**src/hdl/cds_pkg.sv**
```systemverilog
// shared types, constants and calendar tables for the calendar date stepper
`timescale 1ns / 1ps
`default_nettype none

package cds_pkg;

    localparam int MAX_YEAR  = 9999;
    localparam int ADD_WIDTH = 16;

    // day-count bits taken from add_count, and the working day width that holds day + count
    localparam int CNT_W = (ADD_WIDTH < 16) ? ADD_WIDTH : 16;
    localparam int WD_W  = ((CNT_W > 5) ? CNT_W : 5) + 1;

    // year kept split as century and year within century
    localparam int Q_W = 8;
    localparam int R_W = 7;

    // y * 5243 >> 19 is y / 100 rounded down for every 14-bit year
    localparam logic [12:0] RECIP_100 = 13'd5243;
    localparam int          RECIP_SH  = 19;

    localparam logic [13:0]    MAX_YEAR_W = 14'(MAX_YEAR);
    localparam logic [13:0]    CENT_DIV   = 14'd100;
    localparam logic [R_W-1:0] YREM_LAST  = 7'd99;
    localparam logic [3:0]     LAST_MONTH = 4'd12;
    localparam logic [4:0]     LAST_DAY   = 5'd31;

    localparam logic [1:0] MODE_LOAD = 2'd0;
    localparam logic [1:0] MODE_NEXT = 2'd1;
    localparam logic [1:0] MODE_PREV = 2'd2;
    localparam logic [1:0] MODE_ADD  = 2'd3;

    typedef struct packed {
        logic [1:0]  mode;
        logic [4:0]  in_day;
        logic [3:0]  in_month;
        logic [13:0] in_year;
        logic [15:0] add_count;
    } cds_req_t;

    typedef struct packed {
        logic [4:0]  cur_day;
        logic [3:0]  cur_month;
        logic [13:0] cur_year;
        logic [2:0]  weekday;
        logic        error;
    } cds_rsp_t;

    typedef struct packed {
        logic [4:0]     day;
        logic [3:0]     month;
        logic [13:0]    year;
        logic [Q_W-1:0] cent;
        logic [R_W-1:0] yrem;
    } cds_date_t;

    // 4/100/400 rule; year % 4 equals yrem % 4 since a century is a multiple of four
    function automatic logic is_leap(input logic [Q_W-1:0] cent, input logic [R_W-1:0] yrem);
        return (yrem[1:0] == 2'd0) && ((yrem != '0) || (cent[1:0] == 2'd0));
    endfunction

    function automatic logic [4:0] month_len(input logic [3:0] m, input logic leap);
        logic [4:0] len;
        case (m)
            4'd1, 4'd3, 4'd5, 4'd7, 4'd8, 4'd10, 4'd12: len = 5'd31;
            4'd4, 4'd6, 4'd9, 4'd11:                    len = 5'd30;
            4'd2:                                       len = leap ? 5'd29 : 5'd28;
            default:                                    len = 5'd0;
        endcase
        return len;
    endfunction

    // 2m + 3(m+1)/5 mod 7, with january and february counted as months 13 and 14
    function automatic logic [2:0] month_term(input logic [3:0] m);
        logic [2:0] t;
        case (m)
            4'd1:    t = 3'd6;
            4'd2:    t = 3'd2;
            4'd3:    t = 3'd1;
            4'd4:    t = 3'd4;
            4'd5:    t = 3'd6;
            4'd6:    t = 3'd2;
            4'd7:    t = 3'd4;
            4'd8:    t = 3'd0;
            4'd9:    t = 3'd3;
            4'd10:   t = 3'd5;
            4'd11:   t = 3'd1;
            4'd12:   t = 3'd3;
            default: t = 3'd0;
        endcase
        return t;
    endfunction

endpackage

`default_nettype wire

```
**src/hdl/calendar_date_stepper.sv**
```systemverilog
// top level: date registers, step sequencer and result register
`timescale 1ns / 1ps
`default_nettype none

// Gregorian date stepper. Each request loads a date, steps one day forward or back, or adds
// up to 2^16-1 days; each request gives exactly one response with the stored date, its
// weekday (0 Monday .. 6 Sunday) and an error flag. The block takes one request at a time:
// req_ready is high only while it is idle, and a finished response waits in an output
// register, so a new request can be taken while that response is still pending. A next
// or previous day request passes the step state, a load first the reciprocal multiply that
// splits the year into century and remainder and then the range check, and an add stays in
// the add state until its days fit the month: one shared compare and subtract unit takes
// off one month length per cycle. Every request then passes the weekday start and wait
// states and the output state. Response back-pressure stalls the block before it becomes
// ready again.
module calendar_date_stepper
    import cds_pkg::*;
(
    input  wire logic     clk,
    input  wire logic     rst_n,
    input  wire logic     req_valid,
    output logic          req_ready,
    input  wire cds_req_t req,
    output logic          rsp_valid,
    input  wire logic     rsp_ready,
    output cds_rsp_t      rsp
);

    localparam logic [2:0] S_IDLE   = 3'd0;
    localparam logic [2:0] S_DIV    = 3'd1;
    localparam logic [2:0] S_CHECK  = 3'd2;
    localparam logic [2:0] S_STEP   = 3'd3;
    localparam logic [2:0] S_ADD    = 3'd4;
    localparam logic [2:0] S_WSTART = 3'd5;
    localparam logic [2:0] S_WWAIT  = 3'd6;
    localparam logic [2:0] S_OUT    = 3'd7;

    logic [2:0]      state_reg,  state_next;
    logic [1:0]      mode_reg,   mode_next;
    logic [4:0]      day_reg,    day_next;
    logic [3:0]      month_reg,  month_next;
    logic [13:0]     year_reg,   year_next;
    logic [Q_W-1:0]  cent_reg,   cent_next;
    logic [R_W-1:0]  yrem_reg,   yrem_next;
    logic [WD_W-1:0] wd_reg,     wd_next;
    logic [3:0]      wm_reg,     wm_next;
    logic [13:0]     wy_reg,     wy_next;
    logic [Q_W-1:0]  wq_reg,     wq_next;
    logic [R_W-1:0]  wr_reg,     wr_next;
    logic [13:0]     rem_reg,    rem_next;
    logic            err_reg,    err_next;
    logic            out_valid_reg, out_valid_next;
    cds_rsp_t        out_reg,    out_next;

    logic        accept;
    logic        wday_start;
    logic        wday_done;
    logic [2:0]  wday;
    cds_date_t   cur_date;

    logic [26:0]    div_prod;
    logic [Q_W-1:0] div_q;
    logic [4:0]     chk_len;
    logic [4:0]     cur_len;
    logic [4:0]     prev_len;
    logic [4:0]     add_len;
    logic [R_W-1:0] yrem_inc,  yrem_dec, wr_inc;
    logic [Q_W-1:0] cent_inc,  cent_dec, wq_inc;

    assign accept = req_valid && req_ready;

    assign div_prod = 27'(rem_reg) * 27'(RECIP_100);
    assign div_q    = div_prod[RECIP_SH +: Q_W];

    assign chk_len  = month_len(wm_reg, is_leap(wq_reg, rem_reg[R_W-1:0]));
    assign cur_len  = month_len(month_reg, is_leap(cent_reg, yrem_reg));
    assign prev_len = month_len(4'(month_reg - 4'd1), is_leap(cent_reg, yrem_reg));
    assign add_len  = month_len(wm_reg, is_leap(wq_reg, wr_reg));

    assign yrem_inc = (yrem_reg == YREM_LAST) ? '0 : R_W'(yrem_reg + 1'b1);
    assign cent_inc = (yrem_reg == YREM_LAST) ? Q_W'(cent_reg + 1'b1) : cent_reg;
    assign yrem_dec = (yrem_reg == '0) ? YREM_LAST : R_W'(yrem_reg - 1'b1);
    assign cent_dec = (yrem_reg == '0) ? Q_W'(cent_reg - 1'b1) : cent_reg;
    assign wr_inc   = (wr_reg == YREM_LAST) ? '0 : R_W'(wr_reg + 1'b1);
    assign wq_inc   = (wr_reg == YREM_LAST) ? Q_W'(wq_reg + 1'b1) : wq_reg;

    always_comb
    begin
        state_next     = state_reg;
        mode_next      = mode_reg;
        day_next       = day_reg;
        month_next     = month_reg;
        year_next      = year_reg;
        cent_next      = cent_reg;
        yrem_next      = yrem_reg;
        wd_next        = wd_reg;
        wm_next        = wm_reg;
        wy_next        = wy_reg;
        wq_next        = wq_reg;
        wr_next        = wr_reg;
        rem_next       = rem_reg;
        err_next       = err_reg;
        out_valid_next = out_valid_reg;
        out_next       = out_reg;
        wday_start     = 1'b0;

        if (out_valid_reg && rsp_ready)
        begin
            out_valid_next = 1'b0;
        end

        case (state_reg)
            S_IDLE:
            begin
                if (accept)
                begin
                    mode_next    = req.mode;
                    err_next     = 1'b0;
                    wm_next      = month_reg;
                    wy_next      = year_reg;
                    wq_next      = cent_reg;
                    wr_next      = yrem_reg;
                    rem_next     = req.in_year;
                    wd_next      = WD_W'(day_reg) + WD_W'(req.add_count[CNT_W-1:0]);
                    case (req.mode)
                        MODE_LOAD:
                        begin
                            wd_next    = WD_W'(req.in_day);
                            wm_next    = req.in_month;
                            wy_next    = req.in_year;
                            wq_next    = '0;
                            state_next = S_DIV;
                        end
                        MODE_ADD:
                        begin
                            state_next = S_ADD;
                        end
                        default:
                        begin
                            state_next = S_STEP;
                        end
                    endcase
                end
            end

            // reciprocal multiply splits the load year into century and year within century
            S_DIV:
            begin
                wq_next    = div_q;
                rem_next   = rem_reg - 14'(14'(div_q) * CENT_DIV);
                state_next = S_CHECK;
            end

            S_CHECK:
            begin
                if ((wy_reg != 14'd0) && (wy_reg <= MAX_YEAR_W) && (wd_reg != '0)
                    && (wd_reg <= WD_W'(chk_len)))
                begin
                    day_next   = wd_reg[4:0];
                    month_next = wm_reg;
                    year_next  = wy_reg;
                    cent_next  = wq_reg;
                    yrem_next  = rem_reg[R_W-1:0];
                end
                else
                begin
                    day_next   = 5'd1;
                    month_next = 4'd1;
                    year_next  = 14'd1;
                    cent_next  = '0;
                    yrem_next  = R_W'(1);
                    err_next   = 1'b1;
                end
                state_next = S_WSTART;
            end

            S_STEP:
            begin
                if (mode_reg == MODE_NEXT)
                begin
                    if (day_reg < cur_len)
                    begin
                        day_next = day_reg + 5'd1;
                    end
                    else if (month_reg < LAST_MONTH)
                    begin
                        day_next   = 5'd1;
                        month_next = month_reg + 4'd1;
                    end
                    else if (year_reg < MAX_YEAR_W)
                    begin
                        day_next   = 5'd1;
                        month_next = 4'd1;
                        year_next  = year_reg + 14'd1;
                        cent_next  = cent_inc;
                        yrem_next  = yrem_inc;
                    end
                    else
                    begin
                        err_next = 1'b1;
                    end
                end
                else
                begin
                    if (day_reg > 5'd1)
                    begin
                        day_next = day_reg - 5'd1;
                    end
                    else if (month_reg > 4'd1)
                    begin
                        month_next = month_reg - 4'd1;
                        day_next   = prev_len;
                    end
                    else if (year_reg > 14'd1)
                    begin
                        day_next   = LAST_DAY;
                        month_next = LAST_MONTH;
                        year_next  = year_reg - 14'd1;
                        cent_next  = cent_dec;
                        yrem_next  = yrem_dec;
                    end
                    else
                    begin
                        err_next = 1'b1;
                    end
                end
                state_next = S_WSTART;
            end

            // one month length taken off per cycle
            S_ADD:
            begin
                if (wd_reg <= WD_W'(add_len))
                begin
                    day_next   = wd_reg[4:0];
                    month_next = wm_reg;
                    year_next  = wy_reg;
                    cent_next  = wq_reg;
                    yrem_next  = wr_reg;
                    state_next = S_WSTART;
                end
                else
                begin
                    wd_next = wd_reg - WD_W'(add_len);
                    if (wm_reg < LAST_MONTH)
                    begin
                        wm_next = wm_reg + 4'd1;
                    end
                    else if (wy_reg < MAX_YEAR_W)
                    begin
                        wm_next = 4'd1;
                        wy_next = wy_reg + 14'd1;
                        wq_next = wq_inc;
                        wr_next = wr_inc;
                    end
                    else
                    begin
                        // stored date left as it was
                        err_next   = 1'b1;
                        state_next = S_WSTART;
                    end
                end
            end

            S_WSTART:
            begin
                wday_start = 1'b1;
                state_next = S_WWAIT;
            end

            S_WWAIT:
            begin
                if (wday_done)
                begin
                    state_next = S_OUT;
                end
            end

            S_OUT:
            begin
                if (!out_valid_reg || rsp_ready)
                begin
                    out_valid_next    = 1'b1;
                    out_next.cur_day   = day_reg;
                    out_next.cur_month = month_reg;
                    out_next.cur_year  = year_reg;
                    out_next.weekday   = wday;
                    out_next.error     = err_reg;
                    state_next         = S_IDLE;
                end
            end

            default:
            begin
                state_next = S_IDLE;
            end
        endcase
    end

    always_ff @(posedge clk or negedge rst_n)
    begin
        if (!rst_n)
        begin
            state_reg     <= S_IDLE;
            out_valid_reg <= 1'b0;
            day_reg       <= 5'd1;
            month_reg     <= 4'd1;
            year_reg      <= 14'd1;
            cent_reg      <= '0;
            yrem_reg      <= R_W'(1);
        end
        else
        begin
            state_reg     <= state_next;
            out_valid_reg <= out_valid_next;
            day_reg       <= day_next;
            month_reg     <= month_next;
            year_reg      <= year_next;
            cent_reg      <= cent_next;
            yrem_reg      <= yrem_next;
        end
    end

    always_ff @(posedge clk)
    begin
        mode_reg    <= mode_next;
        wd_reg      <= wd_next;
        wm_reg      <= wm_next;
        wy_reg      <= wy_next;
        wq_reg      <= wq_next;
        wr_reg      <= wr_next;
        rem_reg     <= rem_next;
        err_reg     <= err_next;
        out_reg     <= out_next;
    end

    assign cur_date.day   = day_reg;
    assign cur_date.month = month_reg;
    assign cur_date.year  = year_reg;
    assign cur_date.cent  = cent_reg;
    assign cur_date.yrem  = yrem_reg;

    cds_weekday u_weekday (
        .clk     (clk),
        .rst_n   (rst_n),
        .start   (wday_start),
        .date    (cur_date),
        .done    (wday_done),
        .weekday (wday)
    );

    assign req_ready = (state_reg == S_IDLE);
    assign rsp_valid = out_valid_reg;
    assign rsp       = out_reg;

endmodule

`default_nettype wire

```
**src/hdl/cds_weekday.sv**
```systemverilog
// two-stage weekday unit: weighted sum of the date terms, then reduction mod 7
`timescale 1ns / 1ps
`default_nettype none

module cds_weekday
    import cds_pkg::*;
(
    input  wire logic      clk,
    input  wire logic      rst_n,
    input  wire logic      start,
    input  wire cds_date_t date,
    output logic           done,
    output logic [2:0]     weekday
);

    logic        early;
    logic [13:0] y_adj;
    logic [Q_W-1:0] q_adj;
    logic [15:0] sum_next;
    logic [15:0] sum_reg;
    logic        s1_reg;
    logic        done_reg;
    logic [2:0]  wday_reg;
    logic [5:0]  fold1;
    logic [3:0]  fold2;
    logic [2:0]  fold3;
    logic [2:0]  wday_next;

    // january and february belong to the previous year
    assign early = (date.month <= 4'd2);
    assign y_adj = early ? 14'(date.year - 14'd1) : date.year;
    assign q_adj = (early && (date.yrem == '0)) ? Q_W'(date.cent - 1'b1) : date.cent;

    assign sum_next = 16'(date.day) + 16'(month_term(date.month)) + 16'(y_adj)
                    + 16'(y_adj >> 2) + 16'(q_adj >> 2) - 16'(q_adj);

    // 8 is 1 mod 7, so octal digits can be summed
    assign fold1 = 6'(sum_reg[2:0]) + 6'(sum_reg[5:3]) + 6'(sum_reg[8:6])
                 + 6'(sum_reg[11:9]) + 6'(sum_reg[14:12]) + 6'(sum_reg[15]);
    assign fold2 = 4'(fold1[2:0]) + 4'(fold1[5:3]);
    assign fold3 = fold2[2:0] + 3'(fold2[3]);
    assign wday_next = (fold3 == 3'd7) ? 3'd0 : fold3;

    always_ff @(posedge clk or negedge rst_n)
    begin
        if (!rst_n)
        begin
            s1_reg   <= 1'b0;
            done_reg <= 1'b0;
        end
        else
        begin
            s1_reg   <= start;
            done_reg <= s1_reg;
        end
    end

    always_ff @(posedge clk)
    begin
        if (start)
        begin
            sum_reg <= sum_next;
        end
        if (s1_reg)
        begin
            wday_reg <= wday_next;
        end
    end

    assign done    = done_reg;
    assign weekday = wday_reg;

endmodule

`default_nettype wire

```
**config.mk**
```make
export PLATFORM = sky130hd
export DESIGN_NAME = calendar_date_stepper
export DESIGN_NICKNAME = d
export VERILOG_FILES = /design/src/hdl/cds_pkg.sv /design/src/hdl/calendar_date_stepper.sv /design/src/hdl/cds_weekday.sv
export SDC_FILE = /design/constraint.sdc
export NUM_CORES = 1
export LEC_CHECK = 0
export BUFFER_PORTS_ARGS = -buffer_cell sky130_fd_sc_hd__buf_2
export CAP_MARGIN = 10
export CORE_MARGIN = 1.5
export CORE_UTILIZATION = 50
export CTS_CLUSTER_DIAMETER = 40
export DETAILED_ROUTE_END_ITERATION = 8
export PLACE_DENSITY = 0.75
export SLEW_MARGIN = 25
export SYNTH_ARGS = -nofsm -noshare
export SYNTH_HDL_FRONTEND = slang
export SYNTH_HIERARCHICAL = 1
export SYNTH_SLANG_ARGS = --single-unit
```
**constraint.sdc**
```tcl
create_clock -name clk -period 20.9 [get_ports clk]
set_input_delay 2.09 -clock clk [delete_from_list [all_inputs] [get_ports clk]]
set_output_delay 2.09 -clock clk [all_outputs]
set_load 0.02 [all_outputs]
```
==> summary.md, run 1 <==
| Metric | Value |
|---|---|
| Vias in the first global route | `13203` |
| Ant diodes | `0` |
| Flops & latches, synth | `between 150 and 200` |
| Setup bufs post-CTS | `0` |
| Via density | `5.86` |
| Met2 WL | `19500 µm` |
| Final hold viol count | `0` |
| IO Port Bufs | `73` |
| CTS clock-pin slew for the worst setup and hold paths | `approximately 60 ps` |
| Synth Net Count | `2210` |
| Post-Syn Area per Cell | `9.27 µm²` |
| WS Path Type | `register to register` |
| All-Layer GR Usage | `0.248` |
| Status | `finished clean` |
| Final worst-path cycle share | `0.410` |
| HPWL Detailed | `33800 µm` |
| Critical Path AT | `8750 ps` |
| Mapped Area | `0.0169 mm²` |
| DRC viols | `0` |
| Final ANT Viol Nets | `0` |
| Post-CTS resize count | `0` |
| First-pass GRT wire length | `68900 µm` |
| Hold Buf Count CTS | `0` |
| CP max stage delay | `650 ps` |
| Clk buf depth | `2` |
| Iter 0 DRT Violations | `around 1400` |
| H-tree Lvls | `4` |
| TritonCTS buffer count | `17` |
| Crit-path slowest cell | `edfxtp_1` |
| RSZ-0062 raised after global routing | `false` |
| Root buf cell | `clkbuf_16` |
| Initial Util | `0.506` |
| Routability cong. | `0.950` |
| CTS tree | `yes` |
| Worst skew pair latency | `440 ps` |
| Clock sinks | `157` |
| Synth Warn # | `6` |
| Height of the chip | `roughly 190 µm` |
| FMAX | `approximately 120 MHz` |
| Tmin final | `8580 ps` |
| Commonest cells after routing, fill and taps aside | `242 x ha_1, 227 x inv_1, 126 x nor2_1, 118 x nand2_1` |
| Max cap viols | `0` |
| WL final | `42900 µm` |
| Max-slew violation count | `0` |
| Layout fillers | `2935` |
| Die area | `0.0349 mm²` |
| Share of layout cells above drive strength 1 | `0.0776` |
| Sequential-to-total area share from yosys stat | `0.266` |
| Commonest non-fill, non-tap cell in the layout | `ha_1` |
| Top FF cell, synth | `edfxtp_1` |
| Routed length per placed instance | `between 15 and 20 µm` |
| FP Rows | `67` |
| Crit path buffers/inverters | `6` |
| Worst setup SP type | `register` |
| Wl on met1 | `between 15000 and 20000 µm` |
| Slew HR | `0.244` |
| Crit. End Element | `register` |
| Post-synth EDFFs | `113` |
| WL met3 | `3690 µm` |
| Crit path max-delay family | `adder cells` |
| Final setup TNS | `0 ps` |
| Worst-path fanout max | `8` |
| Worst Hold Class | `register to register` |
| Yosys cell types | `81` |
| Max FFs per register | `27` |
| CORE AREA | `0.0334 mm²` |
| Clock skew | `around 13 ps` |
| Final setup vio count | `0` |
| Congestion Overflow GR | `0` |
| Synth-to-Final Area Change | `8.06%` |
| Nets | `about 2300` |
| Antenna violations before repair | `1` |
| CP required | `~21000 ps` |
| Mapped Cells | `1825` |
| FFs w/ async S/R, synth | `0.280` |
| Slew of the pin with the lowest slew margin | `1120 ps` |
| Via count | `13640` |
| Largest net degree at the start of global routing | `67` |
| Die width | `187 µm` |
| Ports | `74` |
| DRT Pass-1 Iters | `6` |
| Top Layer Used | `met4` |
==> synth_stat cells, drive strengths merged (11+ instances only) <==
master / n / area, µm²
ha: 243 / 3040
inv: 227 / 852
nor2: 128 / 483
nand2: 119 / 449
o21ai: 117 / 589
edfxtp: 113 / 3390
a21oi: 111 / 556
fa: 97 / 1940
xnor2: 81 / 709
xor2: 56 / 490
clkbuf: 52 / 195
nor3: 46 / 235
nand3: 42 / 210
dfrtp: 40 / 1000
a21o: 19 / 143
o22ai: 19 / 119
nor2b: 18 / 113
nand2b: 17 / 106
nand4: 17 / 106
nor4: 17 / 149
mux2i: 16 / 160
a31oi: 15 / 100
a22oi: 14 / 105
a211oi: 13 / 97.6
o31ai: 12 / 90.1
or3: 12 / 80.1
and2: 11 / 68.8
and3: 11 / 68.8
==> cell type report <==
type / count / area, µm² / share of cell area
tap: 448 / 561 / 0.0307
clock inverter: 9 / 120 / 0.00657
multi-input combinational: 1379 / 11300 / 0.620
inverter: 227 / 852 / 0.0466
timing repair buffer: 86 / 463 / 0.0253
sequential: 157 / 4500 / 0.246
clock buffer: 23 / 448 / 0.0245
==> worst reg2reg max path, delay by kind of cell (launching register included) <==
family                     cells  cell delay [ps]
DFF                            1              650
xor gates and xnor gates       3              560
buffers and inverters          6              300
AOI/OAI and AO/OA              8             1500
adders and majority gates     11             4280
and+or+nand+nor                5             1010
==> worst paths after layout <==
kind / startpoint / end / slack, ps / cells past startpoint
hold / removal: u_weekday/weekday[1] / rsp[2] / 420 / 0
setup / recovery: rem_reg[11] / rem_reg[13] / 12320 / 33
setup reg to reg: rem_reg[11] / rem_reg[13] / 12320 / 33
hold reg to reg: u_weekday/weekday[1] / rsp[2] / 420 / 0
max in group asynchronous: rst_n / u_weekday/s1_reg / 18700 / 2
min in group asynchronous: rst_n / day_reg[3] / 1750 / 2
==> per-stage QoR <==
step           instances  utilization  instance area [µm²]  hold WS, ps  setup slack (ps)
4_1_cts             2329        0.546                18300          426             12310
3_5_place_dp        2297        0.529                17700          411             12330
6_report            2329        0.546                18300          424             12320
2_1_floorplan       1825            -                16900          400             13110
3_3_place_gp        2297        0.529                17700          405             12540
5_1_grt             2329        0.546                18300          438             11730
==> cell families (layout without fill, tap and decap cells) <==
group           after synthesis  count (layout)  share of synthesized area
simple gates                481             481                      0.143
xor+xnor                    137             137                     0.0710
compound gates              404             404                      0.150
buf+inv                     289             345                     0.0647
mux                          17              17                     0.0101
fa+ha+maj                   340             340                      0.295
flops                       157             157                      0.266
==> per-layer routing <==
metal  up-vias  track usage
met4         0       0.0720
met5         -            0
met3        59       0.0497
met1      6554        0.348
li1       6495            -
met2       532        0.388
Power of run 1 is not shown: default switching activity piles up to over one toggle a cycle in this logic, so the estimate is an artifact.
==> inputs of run 2 (changes only) <==
--- a/config.mk
+++ b/config.mk
@@ -11,7 +11,7 @@
 export CORE_UTILIZATION = 50
 export CTS_CLUSTER_DIAMETER = 40
 export DETAILED_ROUTE_END_ITERATION = 8
-export PLACE_DENSITY = 0.75
+export PLACE_DENSITY = 0.77
 export SLEW_MARGIN = 25
 export SYNTH_ARGS = -nofsm -noshare
 export SYNTH_HDL_FRONTEND = slang
==> constraint.sdc (replaced) <==
create_clock -name clk -period 7.8 [get_ports clk]
set_input_delay 0.78 -clock clk [delete_from_list [all_inputs] [get_ports clk]]
set_output_delay 0.78 -clock clk [all_outputs]
set_load 0.02 [all_outputs]
==> run 2 against run 1 <==
Net effect:
- final area up 7.8%
- first-iteration DRC count fell by 8.5%
- via count rose by 4.4%
- the flow now finishes with violations (setup timing)
==> summary.md, run 2 (same netlist as run 1, synthesis figures left out) <==
| Metric | Value |
|---|---|
| Final hold viol count | `0 (unchanged)` |
| Clock skew | `10.6 ps (-1.96 ps)` |
| H-tree Lvls | `4 (unchanged)` |
| Final setup vio count | `3 (+3)` |
| Vias in the first global route | `13856 (+4.9%)` |
| IO Port Bufs | `73 (unchanged)` |
| Initial Util | `0.506 (unchanged)` |
| Critical R2R Launch | `rem_reg[11]` |
| Clk buf depth | `2 (unchanged)` |
| Worst setup SP type | `register` |
| CTS clock-pin slew for the worst setup and hold paths | `70 ps (about the same)` |
| CTS tree | `yes` |
| WS Path Type | `register to register` |
| Commonest cells after routing, fill and taps aside | `221 x ha_1, 216 x inv_1, 121 x nor2_1, 118 x nand2_1, 113 x edfxtp_1` |
| Die area | `0.0349 mm² (unchanged)` |
| Nets | `2364 (+4.9%)` |
| Worst skew pair latency | `440 ps (about the same)` |
| Height of the chip | `187 µm (unchanged)` |
| CP Launch Point | `rem_reg[11]` |
| Root buf cell | `clkbuf_16` |
| Crit-path slowest cell | `fa_1` |
| Reg2Reg Depth | `33 (unchanged)` |
| Inst Count DP | `2376 (+3.4%)` |
| CORE AREA | `0.0334 mm² (unchanged)` |
| R2R Path End | `rem_reg[13]` |
| DRT Pass-1 Iters | `6 (unchanged)` |
| Clock sinks | `157 (unchanged)` |
| Via count | `14238 (+4.4%)` |
| Layout Cells excl Fill | `2440 (+4.8%)` |
| RSZ-0062 raised after global routing | `true` |
| Met2 WL | `21500 µm (+10%)` |
| Slew of the pin with the lowest slew margin | `1010 ps (-118 ps)` |
| Max FFs per register | `27 (unchanged)` |
| Wl on met1 | `19200 µm (+2.4%)` |
| Routability cong. | `0.967 (+1.7%)` |
| Crit. End Element | `register` |
| Slew HR | `0.323 (+0.0788)` |
| CP max stage delay | `510 ps (-140 ps)` |
| Ports | `74 (unchanged)` |
| Commonest non-fill, non-tap cell in the layout | `ha_1` |
| First-pass GRT wire length | `71400 µm (+3.5%)` |
| WL met3 | `3700 µm (+0.24%)` |
| WL final | `45600 µm (+6.4%)` |
| FP Rows | `67 (unchanged)` |
| Critical Path AT | `8180 ps (-570 ps)` |
| Status | `finished, violations left` |
| TritonCTS buffer count | `17 (unchanged)` |
| FMAX | `125 MHz (+7.4%)` |
| CP required | `7990 ps (-13080 ps)` |
| Die width | `187 µm (unchanged)` |
| Worst-path fanout max | `4 (-4)` |
| Antenna violations before repair | `1 (unchanged)` |
| Iter 0 DRT Violations | `1316 (-8.5%)` |
| HPWL Detailed | `34700 µm (+2.9%)` |
| Final ANT Viol Nets | `0 (unchanged)` |
| Final worst-path cycle share | `1.02 (+0.614)` |
| Worst R2R Setup Slack | `-190 ps (-12510 ps)` |
| Top Layer Used | `met4` |
| Final WS setup | `-189 ps (-12510 ps)` |
| Most used cell, CP | `fa_1` |
| Max cap viols | `0 (unchanged)` |
| Layout fillers | `2766 (-5.8%)` |
| Tmin final | `7990 ps (-588 ps)` |
| Largest net degree at the start of global routing | `67 (unchanged)` |
| Via density | `5.84 (-0.36%)` |
| Share of layout cells above drive strength 1 | `0.169 (+0.0916)` |
| Congestion Overflow GR | `0 (unchanged)` |
| Ant diodes | `0 (unchanged)` |
| Routed length per placed instance | `18.7 µm (+1.5%)` |
| All-Layer GR Usage | `0.256 (+0.00845)` |
| Max-slew violation count | `0 (unchanged)` |
| Worst Hold Class | `primary input to asynchronous set/reset pin` |
| Failing checks | `setup timing` |
| Synth-to-Final Area Change | `16.5%` |
| DRC viols | `0 (unchanged)` |
| Final setup TNS | `-443 ps (-443 ps)` |
==> run 2: worst max path at each step <==
stage | endpoint | slack (ps) | depth (start not counted)
2_1_floorplan | rem_reg[13] | 7 | 33
3_3_place_gp | rem_reg[13] | -270 | 32
3_5_place_dp | rem_reg[13] | -420 | 31
4_1_cts | rem_reg[13] | 30 | 33
5_1_grt | rem_reg[13] | -460 | 33
6_report | rem_reg[13] | -190 | 33
==> run 2: area by class of cell <==
type | instances | area, µm² | area share
inverter | 227 | 852 | 0.0432
timing repair buffer | 197 | 1340 | 0.0681
sequential | 157 | 4500 | 0.228
clock inverter | 14 | 145 | 0.00737
clock buffer | 18 | 429 | 0.0218
tap | 448 | 561 | 0.0284
multi-input combinational | 1379 | 11900 | 0.603
==> run 2: critical path: cells and delay by family (launching register included) <==
| kind | cells | cell delay [ps] |
|---|---|---|
| AO/OA/AOI/OAI | 5 | 800 |
| XOR/XNOR | 3 | 540 |
| adder cells (fa/ha/maj) | 11 | 3850 |
| buffers and inverters | 7 | 760 |
| flip-flops | 1 | 490 |
| AND/OR/NAND/NOR | 7 | 1280 |
==> run 2: layer usage <==
layer | GRT usage | vias to the layer above
met5 | 0 | -
met4 | 0.0810 | 0
met3 | 0.0488 | 70
met2 | 0.416 | 584
met1 | 0.346 | 6864
li1 | - | 6720
==> run 2: what timing repair did <==
| action | in CTS | in global routing |
|---|---|---|
| endpoints found under the setup margin | 4 | 5 |
| setup buffers | 19 | 19 |
| hold buffers | 0 | 0 |
| gates resized for setup | 46 | 70 |
| pin swaps | 40 | 47 |
==> run 2: through the flow <==
step                setup slack, ps  hold WS, ps  utilization  cell area [µm²]
detailed placement             -419          415        0.547            18300
global route                   -455          435        0.589            19700
finish                         -189          425        0.589            19700
global placement               -274          404        0.547            18300
CTS                            31.1          429        0.575            19200
floorplan                      7.28          400            -            16900
Power of run 2 is left out for the same reason.
